$ cat src/fip_pkg.sv
// types and constants of the face index line parser
package fip_pkg;

  localparam int unsigned IndexBits = 16;
  localparam int unsigned OutBits   = 16;
  localparam int unsigned WideBits  = (IndexBits > OutBits) ? IndexBits : OutBits;

  localparam int unsigned Corners   = 3;
  localparam int unsigned Fields    = 3;
  localparam int unsigned StoreSize = Corners * Fields;
  localparam int unsigned SlotBits  = $clog2(StoreSize);

  localparam int unsigned CountBits = 3;
  localparam int unsigned FposBits  = 2;

  localparam int unsigned QueueDepth = 2;
  localparam int unsigned QcntBits   = $clog2(QueueDepth + 1);
  localparam int unsigned QptrBits   = (QueueDepth > 1) ? $clog2(QueueDepth) : 1;

  localparam logic [7:0] CharZero  = 8'h30;
  localparam logic [7:0] CharNine  = 8'h39;
  localparam logic [7:0] CharSpace = 8'h20;
  localparam logic [7:0] CharTab   = 8'h09;
  localparam logic [7:0] CharCr    = 8'h0D;

  typedef logic [IndexBits-1:0] index_t;
  typedef logic [OutBits-1:0]   out_idx_t;

  typedef enum logic [1:0] {
    CLS_BLANK,
    CLS_DIGIT,
    CLS_OTHER
  } char_class_e;

  typedef struct packed {
    char_class_e cls;
    logic [3:0]  digit;
    logic        last;
  } cmd_t;

  typedef struct packed {
    logic empty;
    cmd_t cmd;
  } cmd_side_t;

  typedef struct packed {
    out_idx_t [StoreSize-1:0] idx;
    logic                     count_error;
  } result_t;

  typedef struct packed {
    logic    push;
    result_t res;
  } res_push_t;

endpackage

$ cat src/fip_front.sv
// front end: byte classifier and command queue
module fip_front (
  input  logic              clk_i,
  input  logic              rst_ni,
  input  logic              push_i,
  output logic              full_o,
  input  logic [7:0]        text_byte_i,
  input  logic              last_of_line_i,
  input  logic              cmd_pop_i,
  output fip_pkg::cmd_side_t cmd_side_o
);

  fip_pkg::cmd_t                         cmd_in;
  fip_pkg::cmd_t [fip_pkg::QueueDepth-1:0] slot_q;
  logic [fip_pkg::QcntBits-1:0]          count_q, count_d;
  logic [fip_pkg::QptrBits-1:0]          wr_ptr_q, wr_ptr_d, rd_ptr_q, rd_ptr_d;
  logic                                  do_push, do_pop, empty;

  // classify the byte
  always_comb begin
    cmd_in.last  = last_of_line_i;
    cmd_in.digit = text_byte_i[3:0];
    if (text_byte_i == fip_pkg::CharSpace ||
        (text_byte_i >= fip_pkg::CharTab && text_byte_i <= fip_pkg::CharCr)) begin
      cmd_in.cls = fip_pkg::CLS_BLANK;
    end else if (text_byte_i >= fip_pkg::CharZero && text_byte_i <= fip_pkg::CharNine) begin
      cmd_in.cls = fip_pkg::CLS_DIGIT;
    end else begin
      cmd_in.cls = fip_pkg::CLS_OTHER;
    end
  end

  assign full_o  = (count_q == fip_pkg::QcntBits'(fip_pkg::QueueDepth));
  assign empty   = (count_q == '0);
  assign do_push = push_i && !full_o;
  assign do_pop  = cmd_pop_i && !empty;

  always_comb begin
    count_d  = count_q;
    wr_ptr_d = wr_ptr_q;
    rd_ptr_d = rd_ptr_q;
    if (do_push) begin
      wr_ptr_d = (wr_ptr_q == fip_pkg::QptrBits'(fip_pkg::QueueDepth - 1)) ? '0
                                                                          : wr_ptr_q + 1'b1;
    end
    if (do_pop) begin
      rd_ptr_d = (rd_ptr_q == fip_pkg::QptrBits'(fip_pkg::QueueDepth - 1)) ? '0
                                                                          : rd_ptr_q + 1'b1;
    end
    if (do_push && !do_pop) begin
      count_d = count_q + 1'b1;
    end else if (!do_push && do_pop) begin
      count_d = count_q - 1'b1;
    end
  end

  always_ff @(posedge clk_i or negedge rst_ni) begin
    if (!rst_ni) begin
      count_q  <= '0;
      wr_ptr_q <= '0;
      rd_ptr_q <= '0;
    end else begin
      count_q  <= count_d;
      wr_ptr_q <= wr_ptr_d;
      rd_ptr_q <= rd_ptr_d;
    end
  end

  always_ff @(posedge clk_i) begin
    if (do_push) begin
      slot_q[wr_ptr_q] <= cmd_in;
    end
  end

  assign cmd_side_o.empty = empty;
  assign cmd_side_o.cmd   = slot_q[rd_ptr_q];

endmodule

$ cat src/fip_exec.sv
// back end: number accumulation, index store and line-end result
module fip_exec (
  input  logic               clk_i,
  input  logic               rst_ni,
  input  fip_pkg::cmd_side_t cmd_side_i,
  output logic               cmd_pop_o,
  input  logic               res_full_i,
  output fip_pkg::res_push_t res_push_o
);

  logic [fip_pkg::CountBits-1:0] tok_q, tok_d, tok_a, tok_b;
  logic [fip_pkg::FposBits-1:0]  fpos_q, fpos_d, fpos_a;
  fip_pkg::index_t               acc_q, acc_d, acc_a;
  logic                          in_tok_q, in_tok_d, in_tok_a;
  fip_pkg::index_t [fip_pkg::StoreSize-1:0] store_q, store_d, store_mid;

  logic                          go;
  logic                          w1, w2;
  logic [fip_pkg::SlotBits-1:0]  slot1, slot2;
  fip_pkg::index_t               v2;
  fip_pkg::index_t               fin;
  fip_pkg::cmd_t                 cmd;

  function automatic logic [fip_pkg::SlotBits-1:0] slot_of(
    logic [fip_pkg::CountBits-1:0] tok,
    logic [fip_pkg::FposBits-1:0]  fpos
  );
    return fip_pkg::SlotBits'(tok) * fip_pkg::SlotBits'(fip_pkg::Fields) +
           fip_pkg::SlotBits'(fpos);
  endfunction

  function automatic logic [fip_pkg::CountBits-1:0] sat_inc(logic [fip_pkg::CountBits-1:0] c);
    return (c == '1) ? c : c + 1'b1;
  endfunction

  // acc * 10 + d as shifts, wrapping at the index width
  function automatic fip_pkg::index_t mac10(fip_pkg::index_t a, logic [3:0] d);
    return (a << 3) + (a << 1) + fip_pkg::IndexBits'(d);
  endfunction

  function automatic fip_pkg::out_idx_t to_out(fip_pkg::index_t v);
    logic [fip_pkg::WideBits-1:0] w;
    w = fip_pkg::WideBits'(v);
    return w[fip_pkg::OutBits-1:0];
  endfunction

  assign cmd = cmd_side_i.cmd;
  assign go  = !cmd_side_i.empty && !(cmd.last && res_full_i);

  // character step
  always_comb begin
    tok_a    = tok_q;
    fpos_a   = fpos_q;
    acc_a    = acc_q;
    in_tok_a = in_tok_q;
    w1       = 1'b0;
    slot1    = slot_of(tok_q, fpos_q);
    case (cmd.cls)
      fip_pkg::CLS_BLANK: begin
        if (in_tok_q) begin
          if (fpos_q < fip_pkg::FposBits'(fip_pkg::Fields)) begin
            w1 = (tok_q < fip_pkg::CountBits'(fip_pkg::Corners));
          end
          tok_a    = sat_inc(tok_q);
          fpos_a   = '0;
          acc_a    = '0;
          in_tok_a = 1'b0;
        end
      end
      fip_pkg::CLS_DIGIT: begin
        in_tok_a = 1'b1;
        if (fpos_q < fip_pkg::FposBits'(fip_pkg::Fields)) begin
          acc_a = mac10(acc_q, cmd.digit);
        end
      end
      default: begin
        in_tok_a = 1'b1;
        if (fpos_q < fip_pkg::FposBits'(fip_pkg::Fields)) begin
          w1     = (tok_q < fip_pkg::CountBits'(fip_pkg::Corners));
          fpos_a = fpos_q + 1'b1;
        end
        acc_a = '0;
      end
    endcase
  end

  always_comb begin
    for (int k = 0; k < fip_pkg::StoreSize; k++) begin
      store_mid[k] = (w1 && slot1 == fip_pkg::SlotBits'(k)) ? acc_q : store_q[k];
    end
  end

  // line-end close of an open token
  always_comb begin
    w2    = 1'b0;
    v2    = acc_a;
    tok_b = tok_a;
    slot2 = slot_of(tok_a, fpos_a);
    if (in_tok_a) begin
      if (fpos_a < fip_pkg::FposBits'(fip_pkg::Fields)) begin
        w2 = (tok_a < fip_pkg::CountBits'(fip_pkg::Corners));
      end
      tok_b = sat_inc(tok_a);
    end
  end

  always_comb begin
    fin = '0;
    for (int k = 0; k < fip_pkg::StoreSize; k++) begin
      fin = (w2 && slot2 == fip_pkg::SlotBits'(k)) ? v2 : store_mid[k];
      res_push_o.res.idx[k] = to_out(fin - 1'b1);
    end
    res_push_o.res.count_error = (tok_b != fip_pkg::CountBits'(fip_pkg::Corners));
    res_push_o.push            = go && cmd.last;
  end

  assign cmd_pop_o = go;

  always_comb begin
    tok_d    = tok_q;
    fpos_d   = fpos_q;
    acc_d    = acc_q;
    in_tok_d = in_tok_q;
    store_d  = store_q;
    if (go) begin
      if (cmd.last) begin
        tok_d    = '0;
        fpos_d   = '0;
        acc_d    = '0;
        in_tok_d = 1'b0;
        store_d  = '0;
      end else begin
        tok_d    = tok_a;
        fpos_d   = fpos_a;
        acc_d    = acc_a;
        in_tok_d = in_tok_a;
        store_d  = store_mid;
      end
    end
  end

  always_ff @(posedge clk_i or negedge rst_ni) begin
    if (!rst_ni) begin
      tok_q    <= '0;
      fpos_q   <= '0;
      acc_q    <= '0;
      in_tok_q <= 1'b0;
      store_q  <= '0;
    end else begin
      tok_q    <= tok_d;
      fpos_q   <= fpos_d;
      acc_q    <= acc_d;
      in_tok_q <= in_tok_d;
      store_q  <= store_d;
    end
  end

endmodule

$ cat src/fip_out_queue.sv
// result queue in front of the output ports
module fip_out_queue (
  input  logic               clk_i,
  input  logic               rst_ni,
  input  fip_pkg::res_push_t res_push_i,
  output logic               res_full_o,
  input  logic               pop_i,
  output logic               empty_o,
  output fip_pkg::result_t   head_o
);

  fip_pkg::result_t [fip_pkg::QueueDepth-1:0] slot_q;
  logic [fip_pkg::QcntBits-1:0] count_q, count_d;
  logic [fip_pkg::QptrBits-1:0] wr_ptr_q, wr_ptr_d, rd_ptr_q, rd_ptr_d;
  logic                         do_push, do_pop;

  assign res_full_o = (count_q == fip_pkg::QcntBits'(fip_pkg::QueueDepth));
  assign empty_o    = (count_q == '0);
  assign do_push    = res_push_i.push && !res_full_o;
  assign do_pop     = pop_i && !empty_o;

  always_comb begin
    count_d  = count_q;
    wr_ptr_d = wr_ptr_q;
    rd_ptr_d = rd_ptr_q;
    if (do_push) begin
      wr_ptr_d = (wr_ptr_q == fip_pkg::QptrBits'(fip_pkg::QueueDepth - 1)) ? '0
                                                                          : wr_ptr_q + 1'b1;
    end
    if (do_pop) begin
      rd_ptr_d = (rd_ptr_q == fip_pkg::QptrBits'(fip_pkg::QueueDepth - 1)) ? '0
                                                                          : rd_ptr_q + 1'b1;
    end
    if (do_push && !do_pop) begin
      count_d = count_q + 1'b1;
    end else if (!do_push && do_pop) begin
      count_d = count_q - 1'b1;
    end
  end

  always_ff @(posedge clk_i or negedge rst_ni) begin
    if (!rst_ni) begin
      count_q  <= '0;
      wr_ptr_q <= '0;
      rd_ptr_q <= '0;
    end else begin
      count_q  <= count_d;
      wr_ptr_q <= wr_ptr_d;
      rd_ptr_q <= rd_ptr_d;
    end
  end

  always_ff @(posedge clk_i) begin
    if (do_push) begin
      slot_q[wr_ptr_q] <= res_push_i.res;
    end
  end

  assign head_o = slot_q[rd_ptr_q];

endmodule

$ cat src/face_index_line_parser.sv
// top level of the face index line parser
// throughput: one byte item per cycle, sustained; one result item per line
// a line's result is built as its last byte is taken and is registered in the result queue
// the only stall comes from the result queue: a last byte waits while that queue is full
// reset (rst_ni low, asynchronous) empties both queues and clears the per-line state,
// so the index store reads as all zero until the first line writes it
module face_index_line_parser (
  input  logic        clk_i,
  input  logic        rst_ni,
  // byte side
  input  logic        push,
  output logic        full,
  input  logic [7:0]  text_byte_i,
  input  logic        last_of_line_i,
  // result side
  input  logic        pop,
  output logic        empty,
  output logic [15:0] corner0_vertex_o,
  output logic [15:0] corner0_texture_o,
  output logic [15:0] corner0_normal_o,
  output logic [15:0] corner1_vertex_o,
  output logic [15:0] corner1_texture_o,
  output logic [15:0] corner1_normal_o,
  output logic [15:0] corner2_vertex_o,
  output logic [15:0] corner2_texture_o,
  output logic [15:0] corner2_normal_o,
  output logic        count_error_o
);

  // front to back: classified byte at the head of the command queue
  fip_pkg::cmd_side_t cmd_side;
  logic               cmd_pop;
  // back to result queue
  fip_pkg::res_push_t res_push;
  logic               res_full;
  fip_pkg::result_t   head;

  // classifies each byte (blank, digit, other) and parks it in a two-entry queue
  fip_front u_front (
    .clk_i          (clk_i),
    .rst_ni         (rst_ni),
    .push_i         (push),
    .full_o         (full),
    .text_byte_i    (text_byte_i),
    .last_of_line_i (last_of_line_i),
    .cmd_pop_i      (cmd_pop),
    .cmd_side_o     (cmd_side)
  );

  // token and number tracking, index store, result build on the last byte
  fip_exec u_exec (
    .clk_i      (clk_i),
    .rst_ni     (rst_ni),
    .cmd_side_i (cmd_side),
    .cmd_pop_o  (cmd_pop),
    .res_full_i (res_full),
    .res_push_o (res_push)
  );

  // finished results wait here so the byte side keeps moving
  fip_out_queue u_out_queue (
    .clk_i      (clk_i),
    .rst_ni     (rst_ni),
    .res_push_i (res_push),
    .res_full_o (res_full),
    .pop_i      (pop),
    .empty_o    (empty),
    .head_o     (head)
  );

  // store order is corner-major: vertex, texture, normal per corner
  assign corner0_vertex_o  = head.idx[0];
  assign corner0_texture_o = head.idx[1];
  assign corner0_normal_o  = head.idx[2];
  assign corner1_vertex_o  = head.idx[3];
  assign corner1_texture_o = head.idx[4];
  assign corner1_normal_o  = head.idx[5];
  assign corner2_vertex_o  = head.idx[6];
  assign corner2_texture_o = head.idx[7];
  assign corner2_normal_o  = head.idx[8];
  assign count_error_o     = head.count_error;

endmodule

$ cat config.mk
export PLATFORM = sky130hd
export DESIGN_NAME = face_index_line_parser
export DESIGN_NICKNAME = d
export VERILOG_FILES = /design/src/fip_pkg.sv /design/src/fip_front.sv /design/src/fip_exec.sv /design/src/fip_out_queue.sv /design/src/face_index_line_parser.sv
export SDC_FILE = /design/constraint.sdc
export NUM_CORES = 1
export LEC_CHECK = 0
export BUFFER_PORTS_ARGS = -buffer_cell sky130_fd_sc_hd__buf_4
export CAP_MARGIN = 20
export CORE_AREA = 3 3 264 266
export DETAILED_ROUTE_END_ITERATION = 16
export DIE_AREA = 0 0 267 269
export GPL_ROUTABILITY_DRIVEN = 0
export PLACE_DENSITY = 0.55
export SLEW_MARGIN = 40
export SYNTH_ARGS = -nofsm -noshare
export SYNTH_HDL_FRONTEND = slang
export SYNTH_SLANG_ARGS = --single-unit
export TNS_END_PERCENT = 10
$ cat constraint.sdc
create_clock -name clk_i -period 12.4 [get_ports clk_i]
set_input_delay 0.62 -clock clk_i [delete_from_list [all_inputs] [get_ports clk_i]]
set_output_delay 0.62 -clock clk_i [all_outputs]
set_load 0.005 [all_outputs]
==> results.cfg, run 1 <==
[route]
drc = 0
top_layer_used = met5
wl_per_cell_um = 26.1
wl_met1_um = 37700
wl_um = 89800
wl_met2_um = 40300
dr.pass1.iters = 8
wl_met3_um = 7280
via_per_inst = 5.96
dr_total_vias = 20500
drt_iter0_drc = 1975
route.antenna.remaining_nets = 0

[sta]
fin_tns_setup_ns = 0
period_minus_slack_ns = 6.93
finalCritPeriodShare_pct = 55.9
drv_slew = 0
finalHoldViolCount = 0
rsz0062_at_grt = no
max_freq_ghz = 0.144
setup_violations = 0
finClkSkew_ns = 0.0291
slew_headroom_pct = 36.1
worst_slew_pin_slew_ns = 0.956

[cts]
insertion_delay_ns = 0.62
cts_resized = 0
cts_tree = built
ctsHoldBuffers = 1
htree_levels = 2
cts_setup_buffers = 0
cts_sinks = 478
path_clk_slew_ns = 0.06
clockBufferDepth = 3
cts_buffers = 52
root_buffer = clkbuf_16

[floorplan]
rows = 95
dieArea_sq_um = 71800
dieHeight_um = 269
die_w_um = 267
core_sq_um = 67300
pin_count = 160
start_util_pct = 40.0

[synthesis]
synth_fp_nets = 2464
synth_cell_types = 102
ys_warn_count = 0
netlist_instances = 2398
syn_avg_cell_area_sq_um = 11.2
synth_area_sq_um = 26900
ys_seq_elements = 478
synth-seq-area-share_pct = 50.1
synthArstFlopShare_pct = 36.4
ys.flop_type = edfxtp_1
synth-edff-count = 304

[place]
dp.cells = 3339
numPortBuffers = 159
post-dp-hpwl_um = 58900

[cells_and_area]
nNetsFinal = 2588
syn2layout_area_growth_pct = 15.3
num-fill-cells = 6143
final_cells = 3437
drive_gt1_share_pct = 22.3

[grt]
grtUsageTotal_pct = 24.5
antenna_found_initial = 2
grt_max_degree = 84
grt_pass1_wl_um = 131000
grt_pass1_vias = 19900
overflow = 0

[power_and_ir_drop]
p_leak_uw = 0.0118
total_power_uw = 8660
power_density_nw_per_um2 = 279
ir_worst_vdd_mv = 0.176

[flow_run]
drv_cap = 0

[setup_path]
start_kind = register
worstSetupPathType = reg -> reg
worstPathRequired_ns = 12.70
crit_fanout = 20
worst_setup_path_end_kind = register
arrival_ns = 7.23

[min_path]
min_path_type = in -> reg

[outcome]
outcome = completed
cell usage after synthesis (65+ instances only):
cell / instances / area, sq um
edfxtp_1: 304 / 9130
nand2_1: 227 / 852
dfrtp_1: 174 / 4350
mux2_2: 160 / 1800
mux2i_1: 141 / 1410
nor2_1: 141 / 529
clkbuf_1: 123 / 462
xnor2_1: 123 / 1080
a22o_1: 117 / 1020
a21oi_1: 110 / 551
o21ai_0: 110 / 551
xor2_1: 74 / 648
nor3_1: 65 / 325
worst max-delay path, stage by stage (launching register included):
cell and delay (ns):
dfrtp_1 0.76, or3b_2 0.56, nand2_1 0.23, nand3_1 0.13, mux2i_1 0.24, fa_1 0.58, inv_1 0.05, ha_1 0.20
fa_1 0.38, xnor2_1 0.38, nand3b_1 0.22, nor4_1 0.63, and2_1 0.71, a21oi_1 0.08, a21oi_1 0.27, ha_1 0.24
o211ai_1 0.17, o21ba_2 0.39, nand3_1 0.11, xnor2_1 0.17, o21ai_0 0.11
final cells by class:
type,count,area [sq um],area share (%)
multi-input combinational,1714,12800,41.1
antenna,1,2.50,0.00807
inverter,41,154,0.496
clock inverter,33,308,0.992
timing repair buffer,235,1830,5.89
sequential,478,13500,43.5
tap,873,1090,3.52
clock buffer,62,1380,4.45
cells in the final DEF, fill, tap and decap left out, types with 59 or more instances in the layout:
cell	synthesis	routed
edfxtp_1	304	304
nand2_1	227	227
buf_4	10	223
dfrtp_1	174	168
mux2_2	160	160
mux2i_1	141	141
nor2_1	141	133
xnor2_1	123	121
a22o_1	117	116
a21oi_1	110	110
o21ai_0	110	105
xor2_1	74	74
nor3_1	65	59
worst paths after layout:
| path | slack [ns] | start | endpoint | depth (start not counted) |
|---|---|---|---|---|
| min in group asynchronous | 0.49 | rst_ni | u_exec.store_q[101] | 2 |
| worst min-delay path | 0.21 | last_of_line_i | u_front.slot_q[7] | 1 |
| worst max-delay path | 5.47 | u_front.rd_ptr_q | u_out_queue.slot_q[188] | 20 |
| worst min register to register | 0.48 | u_exec.store_q[61] | u_exec.store_q[61] | 2 |
| max in group asynchronous | 10.73 | rst_ni | u_exec.acc_q[6] | 3 |
| worst max register to register | 5.47 | u_front.rd_ptr_q | u_out_queue.slot_q[188] | 20 |
cells by family (layout without fill, tap and decap cells):
group                    count (synthesis)  after routing  synth area share (%)
XOR/XNOR                               197            197                  6.42
AND/OR/NAND/NOR                        659            659                  12.3
multiplexers                           308            308                  12.4
flip-flops                             478            478                  50.1
buffers and inverters                  206            371                  3.24
adder cells (fa/ha/maj)                 53             53                  2.63
other                                    0              1                     0
AO/OA/AOI/OAI                          497            497                  12.8
sequential cells by signal (all words and copies together), names as in the netlist:
name / count
u_out_queue.slot_q: 290
u_out_queue.rd_ptr_q: 1
u_exec.fpos_q: 2
u_front.wr_ptr_q: 1
u_front.count_q: 2
u_exec.in_tok_q: 1
u_out_queue.count_q: 2
u_front.rd_ptr_q: 1
u_out_queue.wr_ptr_q: 1
u_exec.store_q: 144
u_exec.acc_q: 16
u_exec.tok_q: 3
u_front.slot_q: 14
per-layer routing:
metal	global-route usage, %	up-vias
met5	0	-
met4	11.0	4
met3	4.96	231
met2	38.4	946
met1	33.0	10200
li1	-	9129
power breakdown:
part | leakage [uW] | internal [uW] | switching (uW)
sequential | 0.00463 | 2430 | 119
combinational | 0.00638 | 1640 | 2900
clock | 0.000832 | 913 | 653
metrics by stage:
stage	worst slack (ns)	hold WS (ns)	cell area [sq um]	util, %
2_1_floorplan	0.142	0.324	26900	-
3_5_place_dp	5.66	0.470	29300	43.5
5_1_grt	5.02	0.179	31000	46.1
6_report	5.47	0.207	31000	46.1
4_1_cts	5.64	0.169	31000	46.1
3_3_place_gp	5.88	0.463	29100	43.3
(Power assumes the default switching activity.)
==> run 2, diff against run 1 <==
--- a/config.mk
+++ b/config.mk
@@ -5,13 +5,14 @@
 export SDC_FILE = /design/constraint.sdc
 export NUM_CORES = 1
 export LEC_CHECK = 0
+export ABC_AREA = 1
 export BUFFER_PORTS_ARGS = -buffer_cell sky130_fd_sc_hd__buf_4
 export CAP_MARGIN = 20
-export CORE_AREA = 3 3 264 266
+export CORE_AREA = 3 3 265 267
 export DETAILED_ROUTE_END_ITERATION = 16
-export DIE_AREA = 0 0 267 269
+export DIE_AREA = 0 0 268 270
 export GPL_ROUTABILITY_DRIVEN = 0
-export PLACE_DENSITY = 0.55
+export PLACE_DENSITY = 0.53
 export SLEW_MARGIN = 40
 export SYNTH_ARGS = -nofsm -noshare
 export SYNTH_HDL_FRONTEND = slang
==> constraint.sdc (replaced) <==
create_clock -name clk_i -period 6.75 [get_ports clk_i]
set_input_delay 0.3375 -clock clk_i [delete_from_list [all_inputs] [get_ports clk_i]]
set_output_delay 0.3375 -clock clk_i [all_outputs]
set_load 0.005 [all_outputs]
==> results.cfg, run 2 <==
[floorplan]
start_util_pct = 39.6
die_w_um = 268
dieArea_sq_um = 72400
pin_count = 160
dieHeight_um = 270
rows = 96
core_sq_um = 68300

[synthesis]
netlist_instances = 3428
synthArstFlopShare_pct = 36.4
yosysMostFrequentCell = nand2_1
yosys-top-cells-count = nand2_1, inv_1, edfxtp_1, o21ai_0, nor2_1
synth_area_sq_um = 27100
syn_avg_cell_area_sq_um = 7.90
synth.largest_area_cell = edfxtp_1
ys_warn_count = 0
synth-seq-area-share_pct = 49.8
yosysTopAreaCellShare_pct = 33.7
synth_area_leaders = edfxtp_1, nand2_1, dfrtp_1
synth-edff-count = 304
synth_cell_types = 40
ys_seq_elements = 478
synth_fp_nets = 3494
ys.flop_type = edfxtp_1

[sta]
period_minus_slack_ns = 6.11
finalHoldViolCount = 0
drv_slew = 0
worst_slew_pin_slew_ns = 0.955
fin_tns_setup_ns = 0
finalCritPeriodShare_pct = 90.5
rsz0062_at_grt = no
max_freq_ghz = 0.164
setup_violations = 0
finClkSkew_ns = 0.0284
slew_headroom_pct = 36.2

[route]
wl_per_cell_um = 18.9
route.antenna.remaining_nets = 0
wl_um = 84500
drt_iter0_drc = 1996
dr.pass1.iters = 6
via_per_inst = 5.14
drc = 0
dr_total_vias = 23000

[cts]
cts_tree = built
clockBufferDepth = 3
cts_sinks = 478
cts_setup_buffers = 0
cts_resized = 0
path_clk_slew_ns = 0.06
cts_buffers = 55
root_buffer = clkbuf_16
insertion_delay_ns = 0.63
htree_levels = 2

[setup_path]
arrival_ns = 6.47
r2r-start = u_front.rd_ptr_q
worstPathRequired_ns = 7.11
worstSetupPathType = reg -> reg
start_kind = register
crit_start = u_front.rd_ptr_q
crit_fanout = 20
worst_setup_path_end_kind = register

[min_path]
hp-start = pop
min_path_type = in -> reg

[flow_run]
drv_cap = 0

[grt]
antenna_found_initial = 2
grt_pass1_vias = 21000
grt_pass1_wl_um = 128000
overflow = 0
grtUsageTotal_pct = 23.1
grt_max_degree = 79

[cells_and_area]
nNetsFinal = 3616
layout_commonest_cell = nand2_1
largest_reg_flops = 290
top_register = u_out_queue.slot_q
num-fill-cells = 6792
drive_gt1_share_pct = 10.8
final_cell_mix = nand2_1, inv_1, edfxtp_1, o21ai_0, buf_4
top_regs = u_out_queue.slot_q: 290 flops, u_exec.store_q: 144 flops, u_exec.acc_q: 16 flops
syn2layout_area_growth_pct = 15.0

[place]
post-dp-hpwl_um = 55300
numPortBuffers = 159

[outcome]
outcome = completed
## run 2: cell types whose count changed in the layout (fill, tap and decap cells not counted), sizes merged, moves of 61 or more
cell   delta
o22ai    +74
nand3   +112
nand2  +1182
nor3     -61
mux2    -161
a22o    -112
nor2     +83
o21ai   +189
xnor2   -109
a21oi    -72
mux2i   -146
inv     +281
## run 2: path summary, 6_finish.rpt
path	endpoint	slack, ns	cells after the start
min in group asynchronous	u_exec.store_q[96]	0.27	2
setup / recovery	u_out_queue.slot_q[63]	0.64	25
hold reg to reg	u_exec.store_q[0]	0.48	2
setup reg to reg	u_out_queue.slot_q[63]	0.64	25
max in group asynchronous	u_exec.acc_q[10]	5.28	3
hold / removal	u_out_queue.rd_ptr_q	0.11	3
## run 2: critical path, stage by stage (launching register included)
cell and delay [ns]:
dfrtp_1 0.51, inv_1 0.22, nand2_2 0.10, nand2_4 0.12
nand3_2 0.11, inv_1 0.10, nand2_1 0.06, nand2_1 0.06
o21ai_0 0.23, fa_1 0.60, inv_1 0.05, ha_1 0.21
fa_1 0.38, xnor2_1 0.30, nand2_1 0.27, nor2_1 0.36
nand3_1 0.59, o21ai_1 0.58, ha_1 0.29, nand2_1 0.07
nor2_1 0.17, nand2_1 0.14, nor2_4 0.16, nand2_1 0.07
nand2_1 0.05, nand2_1 0.06
## run 2: final cells by class
class	instances	area, sq um	area share [%]
antenna	1	2.50	0.00804
clock buffer	65	1470	4.71
clock inverter	37	404	1.30
inverter	329	1240	3.99
multi-input combinational	2475	11700	37.7
sequential	478	13500	43.3
tap	882	1100	3.55
timing repair buffer	211	1690	5.42
## run 2: what timing repair did
action	4_1_cts	5_1_grt
hold buffers	6	0
endpoints found under the hold margin	73	0
endpoints found under the setup margin	0	0
## run 2: cells by family after synthesis
group | after synthesis | share of synthesized area [%]
AO/OA/AOI/OAI | 457 | 9.04
XOR/XNOR | 82 | 2.65
adder cells (fa/ha/maj) | 53 | 2.62
buffers and inverters | 475 | 7.21
flip-flops | 478 | 49.8
multiplexers | 1 | 0.0370
AND/OR/NAND/NOR | 1882 | 28.6
## run 2: stage by stage
step                      setup slack (ns)  std cells  hold WS, ns  instance area (sq um)  utilization (%)
after CTS                            0.755       4477        0.108                  31100             45.5
after floorplan                      -1.22       3428       0.0419                  27100                -
after detailed placement             0.752       4369        0.388                  29200             42.7
after global placement               0.954       4368        0.386                  29100             42.6
after global routing                0.0986       4477        0.125                  31100             45.5
final                                0.641       4478        0.113                  31100             45.5
## run 2: layer usage
metal  vias to the layer above  track usage [%]  wire [um]
met4                         2             8.30       3060
met1                     10700             32.4      37500
met2                       769             35.5      37400
met5                         -                0         13
li1                      11400                -          -
met3                       157             4.62       6490
Power of run 2 is left out: the tool's default activity adds up to more than one toggle a clock period on the data nets, which glitch-free logic cannot reach.
